### src/rtl/framed_payload_receiver_unit_defines.svh
// assertion macros shared by the framed payload receiver rtl
// no dependencies; define NO_ASSERTIONS to compile the checks out
`ifndef FRAMED_PAYLOAD_RECEIVER_UNIT_DEFINES_SVH
`define FRAMED_PAYLOAD_RECEIVER_UNIT_DEFINES_SVH
`ifndef NO_ASSERTIONS
// same-cycle implication, checked outside reset
`define FPR_ASSERT_NOW(label, clk, rst, ante, cons) \
   label: assert property (@(posedge clk) disable iff (rst) (ante) |-> (cons)) \
      else $error("fpr assertion failed");
// next-cycle implication, checked outside reset
`define FPR_ASSERT_NEXT(label, clk, rst, ante, cons) \
   label: assert property (@(posedge clk) disable iff (rst) (ante) |=> (cons)) \
      else $error("fpr assertion failed");
`else
`define FPR_ASSERT_NOW(label, clk, rst, ante, cons)
`define FPR_ASSERT_NEXT(label, clk, rst, ante, cons)
`endif
`endif

### src/rtl/fpr_pkg.sv
// types and constants of the framed payload receiver
// no dependencies; imported by every rtl module of the block
package fpr_pkg;

   localparam logic [7:0] HDR_FIRST  = 8'hAA;
   localparam logic [7:0] HDR_SECOND = 8'h55;
   localparam logic [7:0] TRL_FIRST  = 8'h55;
   localparam logic [7:0] TRL_SECOND = 8'hAA;
   localparam logic [9:0] FRAME_OVERHEAD = 10'd6;
   localparam logic [8:0] POS_MAX = 9'd511;
   localparam logic [8:0] POS_HDR_FIRST  = 9'd0;
   localparam logic [8:0] POS_HDR_SECOND = 9'd1;
   localparam logic [8:0] POS_LENGTH     = 9'd2;
   localparam logic [9:0] PAYLOAD_START  = 10'd3;

   localparam int CSR_INDEX_WIDTH = 1;
   localparam logic [CSR_INDEX_WIDTH-1:0] CSR_CIPHER_MODE = 1'd0;
   localparam logic [CSR_INDEX_WIDTH-1:0] CSR_CIPHER_KEY  = 1'd1;

   localparam logic MODE_XOR    = 1'b0;
   localparam logic MODE_CAESAR = 1'b1;

   localparam logic KIND_PAYLOAD = 1'b0;
   localparam logic KIND_STATUS  = 1'b1;

   typedef enum logic [1:0] {
      STATUS_GOOD     = 2'd0,
      STATUS_FORMAT   = 2'd1,
      STATUS_CHECKSUM = 2'd2
   } status_type;

   typedef struct packed {
      logic [7:0] rx_byte;
      logic       buffer_end;
   } req_type;

   typedef struct packed {
      logic       result_kind;
      logic [7:0] plain_byte;
      logic [1:0] frame_status;
      logic [7:0] payload_count;
   } rsp_type;

   typedef struct packed {
      logic       cipher_mode;
      logic [7:0] cipher_key;
   } cfg_type;

endpackage

### src/rtl/fpr_parser.sv
// frame parser: position tracking, checksum, decryption and end-of-frame status
// depends on fpr_pkg
module fpr_parser (
   input  logic            clock,
   input  logic            reset,
   input  logic            accept,
   input  fpr_pkg::req_type req_data,
   input  fpr_pkg::cfg_type cfg,
   output logic            result_valid,
   output fpr_pkg::rsp_type result_data
);
   import fpr_pkg::*;

   logic [8:0] pos_ff, pos_in;
   logic [7:0] len_ff, len_in;
   logic [7:0] parity_ff, parity_in;
   logic [7:0] check_ff, check_in;
   logic [7:0] prev_ff, prev_in;
   logic       hdr_bad_ff, hdr_bad_in;

   logic [7:0] b;
   logic [7:0] len_cur;
   logic [9:0] pay_end;
   logic [9:0] total;
   logic [9:0] frame_total;
   logic       in_body;
   logic       is_payload;
   logic       is_check;
   logic       fmt_bad;
   status_type status;

   always_comb begin
      b          = req_data.rx_byte;
      hdr_bad_in = hdr_bad_ff
                   | ((pos_ff == POS_HDR_FIRST) && (b != HDR_FIRST))
                   | ((pos_ff == POS_HDR_SECOND) && (b != HDR_SECOND));
      len_cur    = (pos_ff == POS_LENGTH) ? b : len_ff;
      pay_end    = {2'b00, len_ff} + PAYLOAD_START;
      in_body    = pos_ff > POS_LENGTH;
      is_payload = in_body && ({1'b0, pos_ff} < pay_end);
      is_check   = in_body && ({1'b0, pos_ff} == pay_end);
      parity_in  = is_payload ? (parity_ff ^ b) : parity_ff;
      check_in   = is_check ? b : check_ff;

      total       = {1'b0, pos_ff} + 10'd1;
      frame_total = {2'b00, len_cur} + FRAME_OVERHEAD;
      fmt_bad     = (total < FRAME_OVERHEAD) || hdr_bad_in || (prev_ff != TRL_FIRST)
                    || (b != TRL_SECOND) || (total != frame_total);
      priority if (fmt_bad) begin
         status = STATUS_FORMAT;
      end else if (parity_in != check_in) begin
         status = STATUS_CHECKSUM;
      end else begin
         status = STATUS_GOOD;
      end

      result_data = '0;
      if (req_data.buffer_end) begin
         result_valid               = accept;
         result_data.result_kind    = KIND_STATUS;
         result_data.frame_status   = status;
         result_data.payload_count  = (pos_ff >= POS_LENGTH) ? len_cur : 8'd0;
         pos_in    = '0;
         len_in    = '0;
         prev_in   = '0;
      end else begin
         result_valid            = accept && is_payload;
         result_data.result_kind = KIND_PAYLOAD;
         result_data.plain_byte  = (cfg.cipher_mode == MODE_CAESAR) ?
                                   (b - cfg.cipher_key) : (b ^ cfg.cipher_key);
         pos_in    = (pos_ff < POS_MAX) ? (pos_ff + 9'd1) : POS_MAX;
         len_in    = len_cur;
         prev_in   = b;
      end
   end

   always_ff @(posedge clock) begin
      if (reset) begin
         pos_ff     <= '0;
         len_ff     <= '0;
         parity_ff  <= '0;
         check_ff   <= '0;
         prev_ff    <= '0;
         hdr_bad_ff <= 1'b0;
      end else if (accept) begin
         if (req_data.buffer_end) begin
            // buffer done: start the next one clean
            pos_ff     <= '0;
            len_ff     <= '0;
            parity_ff  <= '0;
            check_ff   <= '0;
            prev_ff    <= '0;
            hdr_bad_ff <= 1'b0;
         end else begin
            pos_ff     <= pos_in;
            len_ff     <= len_in;
            parity_ff  <= parity_in;
            check_ff   <= check_in;
            prev_ff    <= prev_in;
            hdr_bad_ff <= hdr_bad_in;
         end
      end
   end

endmodule

### src/rtl/fpr_out_stage.sv
// result register with a skid entry, so requests flow while a result waits
// depends on fpr_pkg and framed_payload_receiver_unit_defines.svh
`include "framed_payload_receiver_unit_defines.svh"
module fpr_out_stage (
   input  logic             clock,
   input  logic             reset,
   input  logic             push,
   input  fpr_pkg::rsp_type push_data,
   output logic             full,
   output logic             rsp_valid,
   input  logic             rsp_stall,
   output fpr_pkg::rsp_type rsp_data
);
   import fpr_pkg::*;

   logic    out_valid_ff, out_valid_in;
   logic    skid_valid_ff, skid_valid_in;
   rsp_type out_data_ff, out_data_in;
   rsp_type skid_data_ff, skid_data_in;
   logic    out_free;

   always_comb begin
      out_free      = !out_valid_ff || !rsp_stall;
      out_valid_in  = out_valid_ff;
      out_data_in   = out_data_ff;
      skid_valid_in = skid_valid_ff;
      skid_data_in  = skid_data_ff;
      if (out_free) begin
         out_valid_in  = skid_valid_ff || push;
         out_data_in   = skid_valid_ff ? skid_data_ff : push_data;
         skid_valid_in = 1'b0;
      end else if (push) begin
         skid_valid_in = 1'b1;
         skid_data_in  = push_data;
      end
   end

   always_ff @(posedge clock) begin
      if (reset) begin
         out_valid_ff  <= 1'b0;
         skid_valid_ff <= 1'b0;
      end else begin
         out_valid_ff  <= out_valid_in;
         skid_valid_ff <= skid_valid_in;
      end
      out_data_ff  <= out_data_in;
      skid_data_ff <= skid_data_in;
   end

   assign full      = skid_valid_ff;
   assign rsp_valid = out_valid_ff;
   assign rsp_data  = out_data_ff;

   `FPR_ASSERT_NOW(a_skid_behind_out, clock, reset, skid_valid_ff, out_valid_ff)
   `FPR_ASSERT_NEXT(a_stalled_push_skids, clock, reset, push && out_valid_ff && rsp_stall, skid_valid_ff)
   `FPR_ASSERT_NEXT(a_skid_drains, clock, reset, skid_valid_ff && !rsp_stall, out_valid_ff && !skid_valid_ff && (out_data_ff == $past(skid_data_ff)))
   `FPR_ASSERT_NOW(a_no_push_when_full, clock, reset, skid_valid_ff, !push)

endmodule

### src/rtl/framed_payload_receiver_unit.sv
// top level of the framed payload receiver: ports, cipher registers, parser and result stage
// depends on fpr_pkg, fpr_parser and fpr_out_stage
//
// Deframes a byte stream of the form AA 55, length L, L payload bytes, XOR checksum, 55 AA.
// One request (one byte plus an end-of-buffer flag) is taken per clock while req_stall is
// low; each payload byte is decrypted and registered as a result (XOR with the key, or key
// subtracted mod 256 in Caesar mode), and the byte flagged as end of buffer yields one
// status result: good, format error or checksum mismatch, with the declared length. Drop
// the payload bytes of a frame unless its status is good. The parser does all per-byte
// work combinationally; throughput is one request per cycle, limited only by the result
// side: a result register plus one skid entry absorb rsp_stall, and req_stall rises only
// once both hold results. Cipher registers take effect on the next request and should be
// written while no frame is in flight; csr_ready is always high.
module framed_payload_receiver_unit (
   input  logic                                   clock,
   input  logic                                   reset,
   // request channel
   input  logic                                   req_valid,
   output logic                                   req_stall,
   input  fpr_pkg::req_type                       req_data,
   // result channel
   output logic                                   rsp_valid,
   input  logic                                   rsp_stall,
   output fpr_pkg::rsp_type                       rsp_data,
   // register write channel
   input  logic                                   csr_valid,
   output logic                                   csr_ready,
   input  logic [fpr_pkg::CSR_INDEX_WIDTH-1:0]    csr_index,
   input  logic [7:0]                             csr_wdata
);
   import fpr_pkg::*;

   cfg_type cfg_ff;
   logic    req_accept;
   logic    result_valid;
   rsp_type result_data;
   logic    out_full;

   // register writes never wait
   assign csr_ready = 1'b1;

   always_ff @(posedge clock) begin
      if (reset) begin
         cfg_ff <= '0;
      end else if (csr_valid && csr_ready) begin
         unique case (csr_index)
            CSR_CIPHER_MODE: begin
               cfg_ff.cipher_mode <= csr_wdata[0];
            end
            CSR_CIPHER_KEY: begin
               cfg_ff.cipher_key <= csr_wdata;
            end
            default: begin
               cfg_ff <= cfg_ff;
            end
         endcase
      end
   end

   // stall only when the result side is holding two results
   assign req_stall  = out_full;
   assign req_accept = req_valid && !req_stall;

   // per-byte parsing, checksum and decryption
   fpr_parser u_parser (
      .clock        (clock),
      .reset        (reset),
      .accept       (req_accept),
      .req_data     (req_data),
      .cfg          (cfg_ff),
      .result_valid (result_valid),
      .result_data  (result_data)
   );

   // result register and skid entry
   fpr_out_stage u_out_stage (
      .clock     (clock),
      .reset     (reset),
      .push      (result_valid),
      .push_data (result_data),
      .full      (out_full),
      .rsp_valid (rsp_valid),
      .rsp_stall (rsp_stall),
      .rsp_data  (rsp_data)
   );

endmodule
### config.mk
export PLATFORM = sky130hd
export DESIGN_NAME = framed_payload_receiver_unit
export DESIGN_NICKNAME = d
export VERILOG_FILES = /design/src/rtl/fpr_pkg.sv /design/src/rtl/fpr_parser.sv /design/src/rtl/fpr_out_stage.sv /design/src/rtl/framed_payload_receiver_unit.sv
export VERILOG_INCLUDE_DIRS = /design/src /design/src/rtl
export SDC_FILE = /design/constraint.sdc
export NUM_CORES = 1
export LEC_CHECK = 0
export BUFFER_PORTS_ARGS = -buffer_cell sky130_fd_sc_hd__buf_2
export CORE_UTILIZATION = 55
export CTS_CLUSTER_DIAMETER = 60
export DETAILED_ROUTE_END_ITERATION = 10
export MAX_ROUTING_LAYER = met4
export PLACE_DENSITY = 0.77
export REMOVE_ABC_BUFFERS = 1
export SYNTH_ARGS = -nofsm -noshare
export SYNTH_HDL_FRONTEND = slang
export SYNTH_SLANG_ARGS = --single-unit
export TNS_END_PERCENT = 30
### constraint.sdc
create_clock -name clock -period 3.9 [get_ports clock]
set_input_delay 0.975 -clock clock [delete_from_list [all_inputs] [get_ports clock]]
set_output_delay 0.975 -clock clock [all_outputs]
set_load 0.05 [all_outputs]
# After elaboration in Yosys (flattened, before gate mapping)
# Index checks and enable logic that the tools add are counted.
[totals]
register_bits = 91
[op_classes]
add_sub_neg = 5
magnitude_cmp = 5
eq_ne = 8
mux = 19
bitwise = 6
reduce_logical = 20
[op_table]
columns = ["operator", "count"]
rows = [
  ["two-way mux 8 bit", 10],
  ["two-way mux 19 bit", 1],
  ["two-way mux 9 bit", 2],
  ["inequality test 8 x 7 -> 1 bit, second input constant", 2],
  ["XOR 8 bit", 2],
  ["adder 9 x 1 -> 10 bit, second input constant", 1],
  ["== test 9 x 10 -> 1 bit", 1],
  ["less-than comparator 10 x 3 -> 1 bit, second input constant", 1],
  ["less-than comparator 9 x 10 -> 1 bit", 1],
  ["two-way mux 10 bit", 1],
  ["inequality test 10 bit", 1],
  ["adder 8 x 2 -> 9 bit, second input constant", 1],
  ["adder 8 x 3 -> 9 bit, second input constant", 1],
  ["adder 9 x 1 -> 9 bit, second input constant", 1],
  ["== test 9 x 1 -> 1 bit, second input constant", 1],
  ["== test 9 x 2 -> 1 bit, second input constant", 1],
  [">= comparator 9 x 2 -> 1 bit, second input constant", 1],
  ["> comparator 9 x 2 -> 1 bit, second input constant", 1],
  ["logical NOT 9 bit", 1],
  ["less-than comparator 9 bit, second input constant", 1],
  ["inequality test 8 bit", 1],
  ["inequality test 8 bit, second input constant", 1],
  ["subtractor 8 bit", 1],
  ["logical AND 1 bit", 6],
  ["other kinds (8)", 22],
]

# Longest topological paths before layout
# Gate-level depths: netlist of the first run.
[logic_depth]
word_depth = 11
ltp_mapped = 16
ltp_nobuf = 14

# Modules after synthesis
# A second synthesis of the first run with hierarchy kept.
[hier_totals]
hier_cells = 606
area_unflattened_um2 = 5629.1
[modules_own_cells]
columns = ["mod", "n_inst", "cells_each", "area_each_um2"]
rows = [
  ["fpr_parser", 1, 497, 3687.3],
  ["fpr_out_stage", 1, 66, 1512.7],
  ["framed_payload_receiver_unit", 1, 43, 429.2],
]

# Worst setup path before layout of the first run
# No wires, ideal clock.
[synth_timing]
path_kind = "reg2reg"
from = "reg u_parser.len_ff[3]"
to = "reg u_out_stage.skid_data_ff[0] (netlist name), enable pin"
arrival_time_ps = 3776
slack_ps = -299
path_stages_with_launch = 13
path_buffers = 2
synth_period_minus_slack_ps = 4199
cell_sequence = "dfxtp_1 clkbuf_1 and3_1 nand2_1 nor2_1 xnor2_1 ha_1 a21o_1 a21oi_1 o2111ai_2 clkbuf_1 nand2b_1 nor3b_1"
[synth_via]
elab_chain_cells = 6
[synth_lines]
columns = ["item", "line", "source"]
rows = [
  ["start: declaration", "fpr_parser.sv:15", "logic [7:0] len_ff, len_in;"],
  ["start signal: assignment", "fpr_parser.sv:96", "len_ff <= len_in;"],
  ["adder 8 x 2 -> 9 bit", "fpr_parser.sv:38", "pay_end = {2'b00, len_ff} + PAYLOAD_START;"],
  ["less-than comparator 9 x 10 -> 1 bit", "fpr_parser.sv:40", "is_payload = in_body && ({1'b0, pos_ff} < pay_end);"],
  ["logical AND 1 bit", "fpr_parser.sv:40", ""],
  ["logical AND 1 bit", "fpr_parser.sv:67", "result_valid = accept && is_payload;"],
  ["two-way mux 1 bit", "fpr_parser.sv:58", "if (req_data.buffer_end) begin"],
  ["AND reduction 2 bit (no line)", "n/a", ""],
  ["end signal: assignment", "fpr_out_stage.sv:47", "skid_data_ff <= skid_data_in;"],
  ["end: declaration", "fpr_out_stage.sv:19", "rsp_type skid_data_ff, skid_data_in;"],
]
# Every way passes these cells.
# A chain may end at the register's enable or synchronous reset.

# Final worst setup path of the first run
[layout_timing]
from = "reg u_parser.len_ff[0]"
to = "reg u_out_stage.out_data_ff (netlist bit u_out_stage.rsp_data[9]) (data pin)"
[layout_via]
elab_chain_cells = 9
[layout_lines]
columns = ["item", "line", "source"]
rows = [
  ["adder 8 x 2 -> 9 bit", "fpr_parser.sv:38", ""],
  ["less-than comparator 9 x 10 -> 1 bit / == test 9 x 10 -> 1 bit (equally long branches)", "fpr_parser.sv:40, fpr_parser.sv:41", ""],
  ["logical AND 1 bit, on equally long branches", "fpr_parser.sv:40, fpr_parser.sv:41", ""],
  ["two-way mux 8 bit, on equally long branches", "fpr_parser.sv:42, fpr_parser.sv:43", ""],
  ["inequality test 8 bit", "fpr_parser.sv:51", "end else if (parity_in != check_in) begin"],
  ["two-way mux 2 bit", "fpr_parser.sv:51", ""],
  ["two-way mux 2 bit *", "fpr_parser.sv:49", "priority if (fmt_bad) begin"],
  ["two-way mux 10 bit *", "fpr_parser.sv:58", ""],
  ["two-way mux 19 bit *", "fpr_out_stage.sv:30", "out_data_in = skid_valid_ff ? skid_data_ff : push_data;"],
  ["end signal: assignment", "fpr_out_stage.sv:46", "out_data_ff <= out_data_in;"],
  ["end: declaration", "fpr_out_stage.sv:18", "rsp_type out_data_ff, out_data_in;"],
]
# Every way passes the cells marked *; elsewhere a longest branch is shown, timed or not.

==> results of run 1 <==
Yosys cell counts, types with 9 or more instances:
| master | n |
|---|---|
| mux2_2 | 10 |
| nor2b_1 | 17 |
| nor2_1 | 52 |
| nand4_1 | 14 |
| o31ai_1 | 12 |
| a21oi_1 | 53 |
| xnor2_1 | 21 |
| dfxtp_1 | 53 |
| xor2_1 | 12 |
| nand3b_1 | 16 |
| nand3_1 | 29 |
| mux2i_1 | 15 |
| ha_1 | 22 |
| clkbuf_1 | 42 |
| a31oi_1 | 10 |
| a22oi_1 | 15 |
| nand2_1 | 54 |
| nor3_1 | 9 |
| o21ai_0 | 23 |
| inv_1 | 24 |
| edfxtp_1 | 38 |
cell usage in the layout (no fill, tap or decap), types with 16 or more instances in the layout:
cell / netlist / final
nand2_1: 54 / 53
a21oi_1: 53 / 53
nor2_1: 52 / 51
dfxtp_1: 53 / 51
buf_2: 5 / 43
edfxtp_1: 38 / 38
buf_4: 1 / 31
nand3_1: 29 / 29
inv_1: 24 / 24
o21ai_0: 23 / 23
ha_1: 22 / 22
xnor2_1: 21 / 21
nor2b_1: 17 / 16
nand3b_1: 16 / 16
metrics by stage:
step	cells	cell area (sq um)	setup WS, ns	hold slack [ns]	util, %
6_report	815	6339	0.2463	0.4590	63.96
5_1_grt	815	6339	0.02587	0.4820	63.96
4_1_cts	815	6305	0.03948	0.4615	63.62
3_5_place_dp	799	6112	0.07185	0.4491	61.68
3_3_place_gp	799	6112	0.1812	0.4405	61.68
2_1_floorplan	592	5488	-0.1853	0.4251	-
area by class of cell:
cell class | instances | area share [%]
tap | 133 | 2.625
sequential | 91 | 34.78
clock inverter | 6 | 1.026
multi-input combinational | 477 | 51.07
clock buffer | 10 | 2.013
inverter | 24 | 1.421
timing repair buffer | 74 | 7.067
report_power, final:
part	leakage [uW]	switching (uW)	internal, uW
clock network	0.0000890	343	297
registers	0.000807	10.6	1020
logic	0.00145	196	87.5
sequential cells by signal (all words and copies together) (netlist names):
register and count:
cfg_ff 9, u_out_stage.full 1, u_out_stage.rsp_data 19, u_out_stage.rsp_valid 1, u_out_stage.skid_data_ff 19, u_parser.check_ff 8, u_parser.hdr_bad_ff 1, u_parser.len_ff 8
u_parser.parity_ff 8, u_parser.pos_ff 9, u_parser.prev_ff 8
kinds of logic after synthesis:
logic type	Yosys count	synth area share (%)
compound gates	163	18.72
xor+xnor	34	5.476
fa+ha+maj	23	5.190
buf+inv	75	5.124
flops	91	38.71
mux	26	5.014
other cells	1	0.06591
simple gates	230	21.71
worst max-delay path: stages (launching register included):
cell and delay [ns]:
dfxtp_2 0.37, inv_1 0.07, ha_1 0.23, nor2b_2 0.15, nand2_1 0.08, xor2_1 0.14, ha_1 0.28, and4_1 0.24
o211ai_1 0.17, o2111a_2 0.21, buf_4 0.19, or3_1 0.35, a311oi_1 0.26, o22ai_1 0.16, nor4b_4 0.39, o21ai_1 0.11
timing repair:
action / CTS / global route
setup endpoints to repair: 0 / 2
gates resized for setup: 0 / 10
endpoints found under the hold margin: 0 / 0
metal layers:
metal / GRT usage, % / vias to the layer above / wire, um
met2: 45.01 / 188 / 6797
met1: 36.52 / 2399 / 6305
met3: 4.405 / 19 / 968
met4: 8.673 / 0 / 210
met5: - / - / 0
li1: - / 2413 / -
path summary, 6_finish.rpt:
| path | endpoint | depth (start not counted) | slack, ns |
|---|---|---|---|
| setup / recovery | u_out_stage.rsp_data[9] | 15 | 0.25 |
| hold / removal | cfg_ff[6] | 2 | 0.46 |
| setup reg to reg | u_out_stage.rsp_data[9] | 15 | 0.25 |
| hold reg to reg | cfg_ff[6] | 2 | 0.46 |
==> impl_metrics.csv, run 1 <==
group,metric,value,unit
outcome,outcome,"finished, final reports clean",
hold_path,min_from,"cfg_ff[6]",
detailed_routing,drc,0,
synthesis,yosysSeqAreaShare,38.71,%
global_routing,overflow,0,
timing,min_period,3.654,ns
global_routing,grt_usage,28.04,%
synthesis,synth_largest_type_area_fraction,20.06,%
worst_setup_path,r2r-start,"u_parser.len_ff[0]",
worst_setup_path,critPathArrivalTime,3.77,ns
die,fp.dieH,103.7,um
detailed_routing,via_per_inst,6.158,
timing,drv_slew,0,
detailed_routing,drt_iter0_drc,327,
synthesis,ys_seq_elements,91,
timing,max_clock_freq,273.7,MHz
clock_tree,cts_tree,"done",
layout,fillCellCount,857,
synthesis,synth.area.top_cells,"edfxtp_1, dfxtp_1, ha_1, a21oi_1, nand2_1",
synthesis,synth_area_per_cell,8.848,sq um
timing,min_period_over_period,93.68,%
power,peakVddDrop,0.0001948,V
timing,hold_viol,0,
clock_tree,clockBufferDepth,2,
worst_setup_path,crit_path_start_kind,"register",
detailed_routing,wl_per_cell,17.52,um
timing,setup_violations,0,
synthesis,syn-cell-area,5689,sq um
layout,antenna_cells,0,
layout,drive_gt1_share,17.45,%
synthesis,ys.flop_type,"dfxtp_1",
worst_setup_path,cp.required,4.02,ns
worst_setup_path,cp_max_fo,14,
layout,area_delta_synth_final,11.41,%
global_routing,grt_pass1_wl,23380,um
die,ios,45,
die,die_x,103.7,um
detailed_routing,ant_nets,0,
clock_tree,cts_htree_levels,3,
synthesis,yosysTopAreaCell,"edfxtp_1",
synthesis,netlist_instances,643,
hold_path,hold_class,"reg -> reg",
worst_setup_path,worstSetupPathType,"reg -> reg",
die,die-area,10750,sq um
power,leakage,0.002349,uW
clock_tree,cts_setup_buffers,0,
detailed_routing,drtPass1Iterations,7,
die,core,9910,sq um
timing,slew_headroom,25.26,%
die,initial_core_util,57.41,%
clock_tree,clock_latency,0.37,ns
timing,tightest_slew,1.114,ns
die,rows,36,
timing,rsz0062_at_grt,"no",
place,io_buffers,43,
clock_tree,cts_sinks,91,
job,drv_cap,0,
layout,multi_input_area,3237,sq um
global_routing,grt_pass1_vias,4641,
power,p_per_area,308.0,nW/um^2
clock_tree,holdBufCountCts,0,
synthesis,synthArstFlopShare,0,%
layout,final_net_count,723,
timing,finalSetupTns,0,ns
clock_tree,cts_inserted_buffers,9,
clock_tree,root_buffer,"clkbuf_8",
place,gp_congestion,0.9632,
place,dp_hpwl,10300,um
layout,regArea,2205,sq um
synthesis,yosysUniqueCellTypes,66,
global_routing,grt_max_degree,54,
worst_setup_path,crit_start,"u_parser.len_ff[0]",
synthesis,synth_edf_count,38,
synthesis,ys_warn_count,0,
global_routing,antenna_found_initial,0,
detailed_routing,vias,5019,
timing,fin_skew,0.01375,ns
worst_setup_path,cp-end-kind,"register",
clock_tree,path_clk_slew,0.09,ns
power,fin_total_pwr,1952,uW
detailed_routing,routed_wl,14280,um
Power figures use the tool's default switching activity.
==> inputs of run 2 (changes only) <==
Settings changed: SYNTH_HIERARCHICAL set to 1.
==> run 2 against run 1 <==
Global-route usage rose by 2.3 points. Clock-buffer cell count fell by 1. Worst setup slack got worse by 0.018 ns. Sequential share of layout area rose by 0.71 points. Non-clock buffer count rose by 2. Critical path type unchanged. Critical path depth rose by 1. Design area fell by 2.0%. Clock skew fell by 0.0036 ns. Area after synthesis fell by 1.1%. Flip-flop and latch count did not move. Largest power group unchanged.
==> impl_metrics.csv, run 2 <==
group,metric,value,unit
outcome,outcome,"finished, final reports clean",
clock_tree,cts_tree,"done",
detailed_routing,wl_per_cell,18.76,um
synthesis,yosysUniqueCellTypes,68,
layout,fillCellCount,819,
clock_tree,cts-resized-gates,0,
clock_tree,clockBufferDepth,2,
synthesis,synth_top_family_by_area,"compound AO/OA/AOI/OAI gates",
clock_tree,clock_latency,0.36,ns
synthesis,ys.flop_type,"dfxtp_1",
synthesis,netlist_instances,606,
synthesis,synth_edf_count,38,
layout,drive_gt1_share,20.27,%
timing,slew_headroom,40.62,%
timing,rsz0062_at_grt,"no",
place,gp_congestion,0.9276,
global_routing,use_met3,4.610,%
worst_setup_path,cp_max_fo,11,
worst_setup_path,r2r-start,"u_parser/len_ff[0]",
synthesis,synth_largest_type_area_fraction,20.27,%
synthesis,synthMuxAreaShare,8.002,%
die,initial_core_util,57.06,%
detailed_routing,via_per_inst,6.118,
global_routing,antenna_found_initial,0,
worst_setup_path,r2r_slack,0.23,ns
synthesis,synth_area_per_cell,9.289,sq um
synthesis,ys_warn_count,6,
die,rows,36,
synthesis,synthArstFlopShare,0,%
synthesis,yosysTopAreaCell,"edfxtp_1",
place,dp_hpwl,10730,um
timing,max_clock_freq,272.4,MHz
layout,mostFrequentLayoutCells,"nor2_1, dfxtp_1, a21oi_1",
global_routing,overflow,0,
clock_tree,cts_sinks,91,
global_routing,grt_usage,30.29,%
synthesis,synth_compound_area_share,18.34,%
clock_tree,root_buffer,"clkbuf_8",
timing,fin_skew,0.01014,ns
clock_tree,cts_inserted_buffers,9,
detailed_routing,drc,0,
die,fp.dieH,103.2,um
layout,area_delta_synth_final,10.36,%
timing,min_period_over_period,94.15,%
worst_setup_path,cp-end-kind,"register",
detailed_routing,drtPass1Iterations,5,
global_routing,grt_pass1_vias,4405,
synthesis,synth.area.top_cells,"edfxtp_1, dfxtp_1, mux2_4, ha_1, nor2_1",
detailed_routing,vias,4827,
global_routing,grt_max_degree,39,
detailed_routing,routed_wl,14800,um
die,die-area,10640,sq um
synthesis,yosysSeqAreaShare,39.12,%
layout,final_net_count,697,
place,dp.cells,773,
job,drv_cap,0,
synthesis,synth_simple_gate_area_share,17.47,%
timing,hold_viol,0,
power,leakage,0.002309,uW
timing,finalSetupTns,0,ns
synthesis,synth_xor_area_share,5.868,%
global_routing,grt_pass1_wl,23300,um
die,ios,45,
timing,min_period,3.672,ns
synthesis,ys_seq_elements,91,
detailed_routing,ant_nets,0,
synthesis,yosysMostFrequentCell,"nor2_1",
detailed_routing,drt_iter0_drc,466,
hold_path,hold_class,"reg -> reg",
power,p_per_area,305.4,nW/um^2
layout,final_cell_count_no_fill,789,
worst_setup_path,worstSetupPathType,"reg -> reg",
timing,tightest_slew,0.8831,ns
global_routing,use_met1,42.62,%
synthesis,syn-cell-area,5629,sq um
worst_setup_path,cp.required,4.02,ns
clock_tree,cts_htree_levels,3,
layout,antenna_cells,0,
global_routing,met2_usage,43.64,%
worst_setup_path,rr_worst_depth,16,
global_routing,grt_most_used_layer,"met2",
worst_setup_path,crit_end,"u_out_stage/rsp_data[9]",
worst_setup_path,crit_path_start_kind,"register",
timing,drv_slew,0,
clock_tree,cts_setup_buffers,0,
worst_setup_path,critPathArrivalTime,3.79,ns
layout,final_common_cell,"nor2_1",
synthesis,synth_adder_area_share,5.246,%
worst_setup_path,crit_start,"u_parser/len_ff[0]",
die,core,9864,sq um
power,fin_total_pwr,1897,uW
clock_tree,path_clk_slew,0.10,ns
place,io_buffers,43,
synthesis,synth_common_cells,"nor2_1, dfxtp_1, a21oi_1",
die,die_x,103.2,um
clock_tree,holdBufCountCts,0,
timing,setup_violations,0,
worst_setup_path,reg2reg_to,"u_out_stage/rsp_data[9]",
power,peakVddDrop,0.0001640,V
run 2: cell types whose count changed after synthesis, sizes merged, moves of 7 or more:
cell    delta
a21oi      -7
nand2     -22
o31ai      -8
nor2b     -14
buf        +8
a22oi      +9
a21bo      +7
mux2      +10
nor2      +18
clkbuf    -17
nand3b    -13
run 2: through the flow:
step / hold WS [ns] / area (sq um) / worst slack [ns] / util [%]
2_1_floorplan: 0.4554 / 5395 / 0.1582 / -
6_report: 0.5137 / 6212 / 0.2283 / 62.98
5_1_grt: 0.5377 / 6212 / 0.02502 / 62.98
3_3_place_gp: 0.4874 / 6025 / 0.1934 / 61.07
4_1_cts: 0.5204 / 6191 / 0.02875 / 62.76
3_5_place_dp: 0.4975 / 6025 / 0.04387 / 61.07
run 2: worst min-delay path by stage:
stage	start	depth (start not counted)	to	slack (ns)
finish	u_parser/prev_ff[5]	2	u_parser/prev_ff[5]	0.51
global route	u_parser/prev_ff[5]	2	u_parser/prev_ff[5]	0.54
CTS	cfg_ff[0]	2	cfg_ff[0]	0.52
detailed placement	u_parser/prev_ff[5]	2	u_parser/prev_ff[5]	0.50
global placement	u_parser/prev_ff[5]	2	u_parser/prev_ff[5]	0.49
floorplan	cfg_ff[0]	2	cfg_ff[0]	0.46
run 2: cell families after synthesis:
kind of cell | Yosys count
AOI/OAI and AO/OA | 158
xor gates and xnor gates | 36
adders and majority gates | 23
buffers and inverters | 68
DFF | 91
muxes | 35
other | 1
and+or+nand+nor | 194
run 2: routing by layer:
metal | vias up | share of wire (%)
met3 | 30 | 6.0
met5 | - | 0
met2 | 205 | 44
met4 | 0 | 2.0
met1 | 2302 | 48
li1 | 2290 | -
run 2: critical path, cell delays in order, from the launching register on:
cell	delay, ns
dfxtp_2	0.37
inv_1	0.07
ha_1	0.22
nor2_1	0.17
and3_1	0.22
xnor2_1	0.07
ha_1	0.30
nand4_1	0.14
a21oi_1	0.20
o221ai_2	0.17
and2_4	0.21
buf_4	0.16
a2111oi_1	0.41
nor2_1	0.07
a211oi_1	0.20
a31oi_1	0.14
mux2_4	0.29
run 2: area by class of cell:
| cell class | count | area (sq um) | share of cell area, % |
|---|---|---|---|
| Clock buffer | 9 | 123.9 | 1.994 |
| Sequential cell | 91 | 2205 | 35.49 |
| Tap cell | 133 | 166.4 | 2.679 |
| Inverter | 26 | 97.59 | 1.571 |
| Clock inverter | 7 | 42.54 | 0.6848 |
| Timing Repair Buffer | 76 | 462.9 | 7.452 |
| Multi-Input combinational cell | 447 | 3114 | 50.13 |
run 2: report_power, final:
part | switching (uW) | leakage (uW) | internal [uW]
Clock | 344 | 0.0000849 | 230
Sequential | 11.5 | 0.000807 | 1020
Combinational | 197 | 0.00142 | 96.1
Total | 553 | 0.00231 | 1340
==> inputs of run 3 (changes only) <==
Settings changed: CORE_UTILIZATION 55 to 60, PLACE_DENSITY 0.77 to 0.8.
Clock period 3.9 ns to 4.6 ns, I/O delays scaled along.
==> run 3 against run 2 <==
Combinational power decreased by 22%. Clock skew increased by 0.0019 ns. Global-route usage down 1.0 points. Core utilization grew 4.4 points. Critical path depth fell by 1. Die area shrank 8.2%. Via count decreased by 1.6%. Sequential power down 15%. Sequential share of layout area rose by 1.3 points. Worst setup slack improved by 0.31 ns. First-iteration DRC count down 5.8%. Critical path type unchanged.
==> impl_metrics.csv, run 3 (synthesis results as in run 2) <==
group,metric,value,unit
worst_setup_path,crit_buf_inv,2,
clock_tree,cts-resized-gates,0,
timing,setup_violations,0,
detailed_routing,routed_wl,13600,um
worst_setup_path,cp_num_cells,15,
clock_tree,cts_htree_levels,3,
worst_setup_path,cpMostUsedCell,"ha_1",
clock_tree,clockBufferDepth,2,
place,dp_hpwl,9423,um
timing,fin_skew,0.01203,ns
worst_setup_path,reg2reg_to,"u_out_stage/rsp_data[9]",
timing,setup_slack,0.5343,ns
power,p_per_area,275.0,nW/um^2
detailed_routing,vias,4751,
timing,hold_viol,0,
timing,min_period_over_period,88.38,%
power,peakVddDrop,0.0001813,V
worst_setup_path,rr_worst_depth,15,
layout,mostFrequentLayoutCells,"nor2_1, dfxtp_1, a21oi_1",
timing,slew_headroom,32.54,%
die,die_x,98.86,um
die,ios,45,
worst_setup_path,critPathArrivalTime,4.18,ns
worst_setup_path,crit_start,"u_parser/len_ff[0]",
die,fp.dieH,98.86,um
place,place_ws,0.5895,ns
detailed_routing,drt_iter0_drc,439,
timing,finalSetupTns,0,ns
global_routing,overflow,0,
timing,max_clock_freq,246.0,MHz
clock_tree,clock_latency,0.35,ns
layout,area_delta_synth_final,6.446,%
clock_tree,cts_inserted_buffers,9,
outcome,outcome,"finished, final reports clean",
worst_setup_path,cp_top_family,"simple AND/OR/NAND/NOR gates",
detailed_routing,ant_nets,0,
global_routing,antenna_found_initial,0,
worst_setup_path,r2r_slack,0.53,ns
global_routing,grt_pass1_wl,21820,um
place,gp_congestion,1.013,
worst_setup_path,cp_max_fo,21,
timing,min_period,4.066,ns
layout,final_common_cell,"nor2_1",
die,core,8891,sq um
timing,rsz0062_at_grt,"no",
job,drv_cap,0,
power,leakage,0.002177,uW
timing,drv_slew,0,
worst_setup_path,path_cells,"inv_1, ha_1, nor2_1, and3_1, xnor2_1, ha_1, nand4_1, a21oi_1, o221ai_1, buf_4, and2_1, o31ai_1, a2111oi_0, a31oi_1, mux2_4",
hold_path,hold_class,"reg -> reg",
global_routing,grt_usage,29.29,%
global_routing,grt_max_degree,55,
die,rows,34,
clock_tree,cts_setup_buffers,0,
worst_setup_path,cp.required,4.71,ns
detailed_routing,via_per_inst,6.438,
layout,antenna_cells,0,
die,die-area,9773,sq um
layout,drive_gt1_share,16.19,%
worst_setup_path,crit_end,"u_out_stage/rsp_data[9]",
clock_tree,path_clk_slew,0.10,ns
clock_tree,root_buffer,"clkbuf_8",
die,initial_core_util,63.31,%
clock_tree,cts_sinks,91,
place,io_buffers,43,
worst_setup_path,r2r-start,"u_parser/len_ff[0]",
detailed_routing,wl_per_cell,18.43,um
worst_setup_path,crit_path_start_kind,"register",
worst_setup_path,cp-end-kind,"register",
layout,final_net_count,671,
hold_path,hold_depth,2,
detailed_routing,drc,0,
global_routing,grt_pass1_vias,4432,
worst_setup_path,worstSetupPathType,"reg -> reg",
worst_setup_path,cpPeakStageDelay,0.63,ns
worst_setup_path,cpMaxStageDelayCell,"and2_1",
detailed_routing,drtPass1Iterations,5,
clock_tree,holdBufCountCts,0,
clock_tree,cts_tree,"done",
timing,tightest_slew,1.003,ns
[run 3: cell count changes in the layout (fill, tap and decap cells not counted), moves of 2 or more]
| cell | delta |
|---|---|
| clkinv_1 | -2 |
| buf_4 | -26 |
| and2_4 | -2 |
| a2111oi_1 | -2 |
| and2_1 | +2 |
| clkinvlp_4 | +2 |
| dfxtp_1 | +2 |
| dfxtp_2 | -2 |
| a2111oi_0 | +2 |
[run 3: tightest hold or removal path, cell delays in order (launching register included)]
cell and delay [ns]:
dfxtp_1 0.34, nand2b_1 0.07, mux2i_1 0.06
[run 3: layout make-up]
type	instances	area, sq um
Clock inverter	6	66.31
Timing Repair Buffer	50	267.8
Sequential cell	91	2202
Tap cell	108	135.1
Clock buffer	10	127.6
Inverter	26	97.59
Fill cell	704	2899
Multi-Input combinational cell	447	3095
[run 3: stage by stage]
| step | hold WS, ns | total power, uW | instances | cell area [sq um] | utilization (%) |
|---|---|---|---|---|---|
| 5_1_grt | 0.5501 | 1702 | 738 | 5992 | 67.39 |
| 6_report | 0.5053 | 1648 | 738 | 5992 | 67.39 |
| 4_1_cts | 0.5130 | 1656 | 738 | 5992 | 67.39 |
| 3_5_place_dp | 0.4975 | 1120 | 722 | 5798 | 65.21 |
| 3_3_place_gp | 0.4855 | 1115 | 722 | 5798 | 65.21 |
| 2_1_floorplan | 0.4554 | 1039 | 564 | 5395 | - |
[run 3: where the power goes]
group / total (uW) / internal [uW] / switching [uW]
Clock: 544 / 253 / 291
Combinational: 229 / 71.4 / 158
Sequential: 875 / 864 / 11.2
[run 3: worst min-delay path by stage]
stage	end	slack (ns)	from
floorplan	cfg_ff[0]	0.46	cfg_ff[0]
global placement	u_parser/prev_ff[2]	0.49	u_parser/prev_ff[2]
detailed placement	cfg_ff[0]	0.50	cfg_ff[0]
CTS	cfg_ff[0]	0.51	cfg_ff[0]
global route	cfg_ff[0]	0.55	cfg_ff[0]
finish	cfg_ff[0]	0.51	cfg_ff[0]
[run 3: routing by layer]
layer | vias to the layer above | share of wire, % | GRT usage, %
li1 | 2238 | - | -
met2 | 267 | 45 | 45.08
met5 | - | 0 | -
met3 | 31 | 8.8 | 5.248
met4 | 0 | 2.1 | 10.68
met1 | 2215 | 44 | 38.70
